### src/hdl/atmn_pkg.sv
package atmn_pkg;

  localparam int SAMPLE_BITS_DEF = 24;
  localparam int MAX_OFFSET_DEF  = 1024;

  localparam int GAIN_W     = 16;
  localparam int OFFSET_W   = 10;
  localparam int AMP_W      = 23;
  localparam int SEED_W     = 31;
  localparam int CFG_IDX_W  = 3;
  localparam int CFG_DATA_W = 23;

  // Q4.12 gains, noise kept in units of 2^-30
  localparam int FRAC_BITS   = 12;
  localparam int NOISE_SHIFT = 18;
  localparam int CEN_W       = SEED_W + 1;
  localparam int NZ_W        = AMP_W + 1 + CEN_W;
  localparam int NZH_W       = NZ_W - NOISE_SHIFT;

  typedef logic [CFG_IDX_W-1:0] cfg_idx_t;

  localparam cfg_idx_t REG_GAIN_A      = 3'd0;
  localparam cfg_idx_t REG_GAIN_B      = 3'd1;
  localparam cfg_idx_t REG_LEAD_SELECT = 3'd2;
  localparam cfg_idx_t REG_OFFSET      = 3'd3;
  localparam cfg_idx_t REG_NOISE_AMP   = 3'd4;

  localparam logic signed [GAIN_W-1:0] GAIN_RESET = 16'sd4096;

  localparam logic [SEED_W-1:0]       SEED_RESET   = 31'd1;
  localparam logic [SEED_W-1:0]       LCG_MUL      = 31'd1103515245;
  localparam logic [SEED_W-1:0]       LCG_INC      = 31'd12345;
  localparam logic signed [CEN_W-1:0] NOISE_CENTER = 32'sh4000_0000;
  localparam logic signed [NZ_W-1:0]  ROUND_BIAS   = 56'sh0000_0000_2000_0000;

  typedef struct packed {
    logic accept;
    logic mul;
    logic load;
  } ctrl_cmd_t;

  typedef struct packed {
    logic out_busy;
  } ctrl_stat_t;

endpackage

### src/hdl/atmn_ctrl.sv
module atmn_ctrl (
  input  logic                   clk,
  input  logic                   rst,
  input  logic                   in_valid,
  output logic                   in_ready,
  input  atmn_pkg::ctrl_stat_t   stat,
  output atmn_pkg::ctrl_cmd_t    cmd
);
  import atmn_pkg::*;

  typedef enum logic [2:0] {
    S_IDLE = 3'b001,
    S_MUL  = 3'b010,
    S_SUM  = 3'b100
  } state_t;

  state_t state;
  state_t state_next;
  logic   load;
  logic   accept;

  // the sum stage retires its word in the same cycle a new one may enter
  assign load     = (state == S_SUM) && !stat.out_busy;
  assign in_ready = (state == S_IDLE) || load;
  assign accept   = in_valid && in_ready;

  assign cmd.accept = accept;
  assign cmd.mul    = (state == S_MUL);
  assign cmd.load   = load;

  always_comb begin
    state_next = state;
    unique case (state)
      S_IDLE: begin
        if (accept) begin
          state_next = S_MUL;
        end
      end
      S_MUL: begin
        state_next = S_SUM;
      end
      S_SUM: begin
        if (accept) begin
          state_next = S_MUL;
        end else if (load) begin
          state_next = S_IDLE;
        end
      end
      default: begin
        state_next = S_IDLE;
      end
    endcase
  end

  always_ff @(posedge clk) begin
    if (rst) begin
      state <= S_IDLE;
    end else begin
      state <= state_next;
    end
  end
endmodule

### config.mk
export PLATFORM = sky130hd
export DESIGN_NAME = atmn_ctrl
export DESIGN_NICKNAME = d
export VERILOG_FILES = /design/src/hdl/atmn_pkg.sv /design/src/hdl/atmn_ctrl.sv
export SDC_FILE = /design/constraint.sdc
export NUM_CORES = 1
export LEC_CHECK = 0
export BUFFER_PORTS_ARGS = -buffer_cell sky130_fd_sc_hd__buf_2
export CAP_MARGIN = 25
export CORE_AREA = 3 3 40 42
export CTS_BUF_LIST = sky130_fd_sc_hd__clkbuf_4
export DETAILED_ROUTE_END_ITERATION = 10
export DIE_AREA = 0 0 43 45
export PLACE_DENSITY = 0.3
export SLEW_MARGIN = 20
export SYNTH_ARGS = -nofsm -noshare
export SYNTH_HDL_FRONTEND = slang
export SYNTH_SLANG_ARGS = --single-unit
### constraint.sdc
create_clock -name clk -period 1.68 [get_ports clk]
set_input_delay 0.252 -clock clk [delete_from_list [all_inputs] [get_ports clk]]
set_output_delay 0.252 -clock clk [all_outputs]
set_load 0.005 [all_outputs]
==> results.yml <==
outcome:
  outcome: "finished, final reports clean"
sta:
  relSlewSlack_pct: 83.01
  drv_slew: 0
  setup_tns_ns: 0
  clock_skew_ns: 0.001510
  post-route-period-util_pct: 95.44
  tightest_slew_ns: 0.2544
  setup_violations: 0
  min_period_ns: 1.603
  hold_violations: 0
  rsz0062_at_grt: "no"
  clock.fmax_mhz: 623.7
clocking:
  clkTransAtPathRegs_ns: 0.03
  cts-root-buf: "clkbuf_4"
  cts_sinks: 3
  cts.htree.levels: 1
  cts_made_buffers: 3
  cts_tree: "yes"
  cts_buffer_depth: 2
  clk_latency_ns: 0.23
power:
  combPwrFrac_pct: 11.4
  swShare_pct: 21.43
  p_seq_share_pct: 32.5
  p_leak_nw: 0.1184
  power_switching_uw: 53.46
  vdd_drop_max_mv: 0.2384
  power_uw: 249.4
  clockPowerShare_pct: 56.2
  power.internal_uw: 196.0
  pwr_density_cell_nw_per_um2: 922.9
worst_setup_path:
  cp_max_fo: 7
  critical_path_class: "reg2out"
  critPathCaptureType: "output port"
  critPathLaunchType: "register"
  cp.arrival_ns: 1.35
  required_ns: 1.43
drt:
  drcViolationCount: 0
  via_count: 182
  routed_wl_um: 435
  post_drt_wl_per_cell_um: 9.457
  vias_per_cell: 3.957
  dr.pass1.iters: 2
  drtIter0Drc: 1
  ant_nets: 0
floorplanning:
  row_count: 13
  ios: 8
  initial_core_util_pct: 14.12
  dieArea_um2: 1935
  dieHeight_um: 45
  core_um2: 1285
  die_x_um: 43
yosys:
  synth_common_cells: "dfxtp_1, buf_4, nor2_1"
  synth_edf_count: 0
  postSynthCellCount: 20
  synth_top_area_cell: "dfxtp_1"
  synth_warnings: 0
  netlist_area_um2: 181.4
  yosysMostFrequentCell: "dfxtp_1"
  synth_ff_type: "dfxtp_1"
  synth.avg_cell_area_um2: 9.071
  synth.distinct_cells: 16
  synth_area_leaders: "dfxtp_1, buf_4, a21oi_2"
  ys_seq_elements: 3
  synthArstFlopShare_pct: 0
  seq_area_frac_synth_pct: 33.10
  syn_nets: 24
  synth_top_cell_area_share_pct: 33.10
finish:
  layout-drive-gt1-share_pct: 51.61
  reg_top3: "state: 3 flops"
  utilization_pct: 21.03
  largest_register: "state"
  area_growth_pct: 48.97
  largest_register_ffs: 3
  antenna_cells: 0
  num-nets-final: 36
global_route:
  track_usage_pct: 5.408
  grt_pass1_vias: 186
  grt_first_pass_wirelength_um: 703
  antenna_found_initial: 0
  overflow: 0
  grt_max_degree: 9
hold_path:
  hp-class: "in2reg"
place:
  finalWeightedCongestion: 0.6739
  portBuffers: 7
flow_run:
  cap_violations: 0
cells in the final DEF, fill, tap and decap left out:
cell type,n
or2b_1,1
o211ai_1,1
dfxtp_4,1
a21oi_2,1
and2_1,1
a31oi_1,1
a211oi_1,1
dfxtp_1,1
or3b_1,1
buf_2,7
nand2b_1,1
nor2_1,2
nor3b_1,1
clkbuf_4,4
a21o_1,1
and3b_1,1
nor4b_1,1
buf_4,2
dfxtp_2,1
nand3b_1,1
cell type report:
cell class                 instances  area (um^2)
fill                             150         1015
tap                               15        18.77
clock buffer                       4        30.03
timing repair buffer               9        50.05
multi-input combinational         15        106.4
sequential                         3        65.06
critical path: stages, from the launching register on:
cell and delay [ns]:
dfxtp_2 0.34, or3b_1 0.39, a21oi_2 0.17, and2_1 0.13
buf_2 0.10
power by group through the flow:
stage / clock network, mW / logic, mW / registers, mW
final: 0.140 / 0.0284 / 0.0810
after global routing: 0.156 / 0.0324 / 0.0820
after CTS: 0.148 / 0.0281 / 0.0824
after detailed placement: 0 / 0.0281 / 0.0833
after global placement: 0 / 0.0280 / 0.0835
after floorplan: 0 / 0.0187 / 0.0813
layer usage:
metal  wire length, um  up-vias  global-route usage (%)
li1                  -       93                       -
met1               226       81                   5.288
met2               164        8                   6.886
met3                43        0                   4.382
met4                 0        0                   5.422
met5                 0        -                       0
per-stage QoR:
step / hold slack [ns] / cells / setup WS (ns) / instance area, um^2
finish: 0.2098 / 46 / 0.07669 / 270.3
global route: 0.2060 / 46 / 0.006465 / 270.3
CTS: 0.2019 / 44 / 0.03509 / 251.5
detailed placement: 0.4563 / 40 / 0.2246 / 220.2
global placement: 0.4589 / 40 / 0.2362 / 220.2
floorplan: 0.3248 / 20 / 0.2886 / 181.4
cell families after synthesis:
family / Yosys count / share of synthesized area, %
AND/OR/NAND/NOR: 10 / 37.94
AO/OA/AOI/OAI: 5 / 20.70
flip-flops: 3 / 33.10
buffers and inverters: 2 / 8.273
path summary, 6_finish.rpt:
path / from / to / slack [ns] / cells past startpoint
max reg2reg: state[0] / state[1] / 0.58 / 3
min reg2reg: state[0] / state[2] / 0.47 / 1
max: state[0] / cmd[2] / 0.08 / 4
min: rst / state[2] / 0.21 / 2
what timing repair did:
item                                    CTS  global route
hold buffers                              0             0
resized for setup                         1             2
pin swaps                                 0             1
setup buffers                             0             2
endpoints found under the setup margin    1             1
Note: power is estimated with default switching activity, not from simulation.
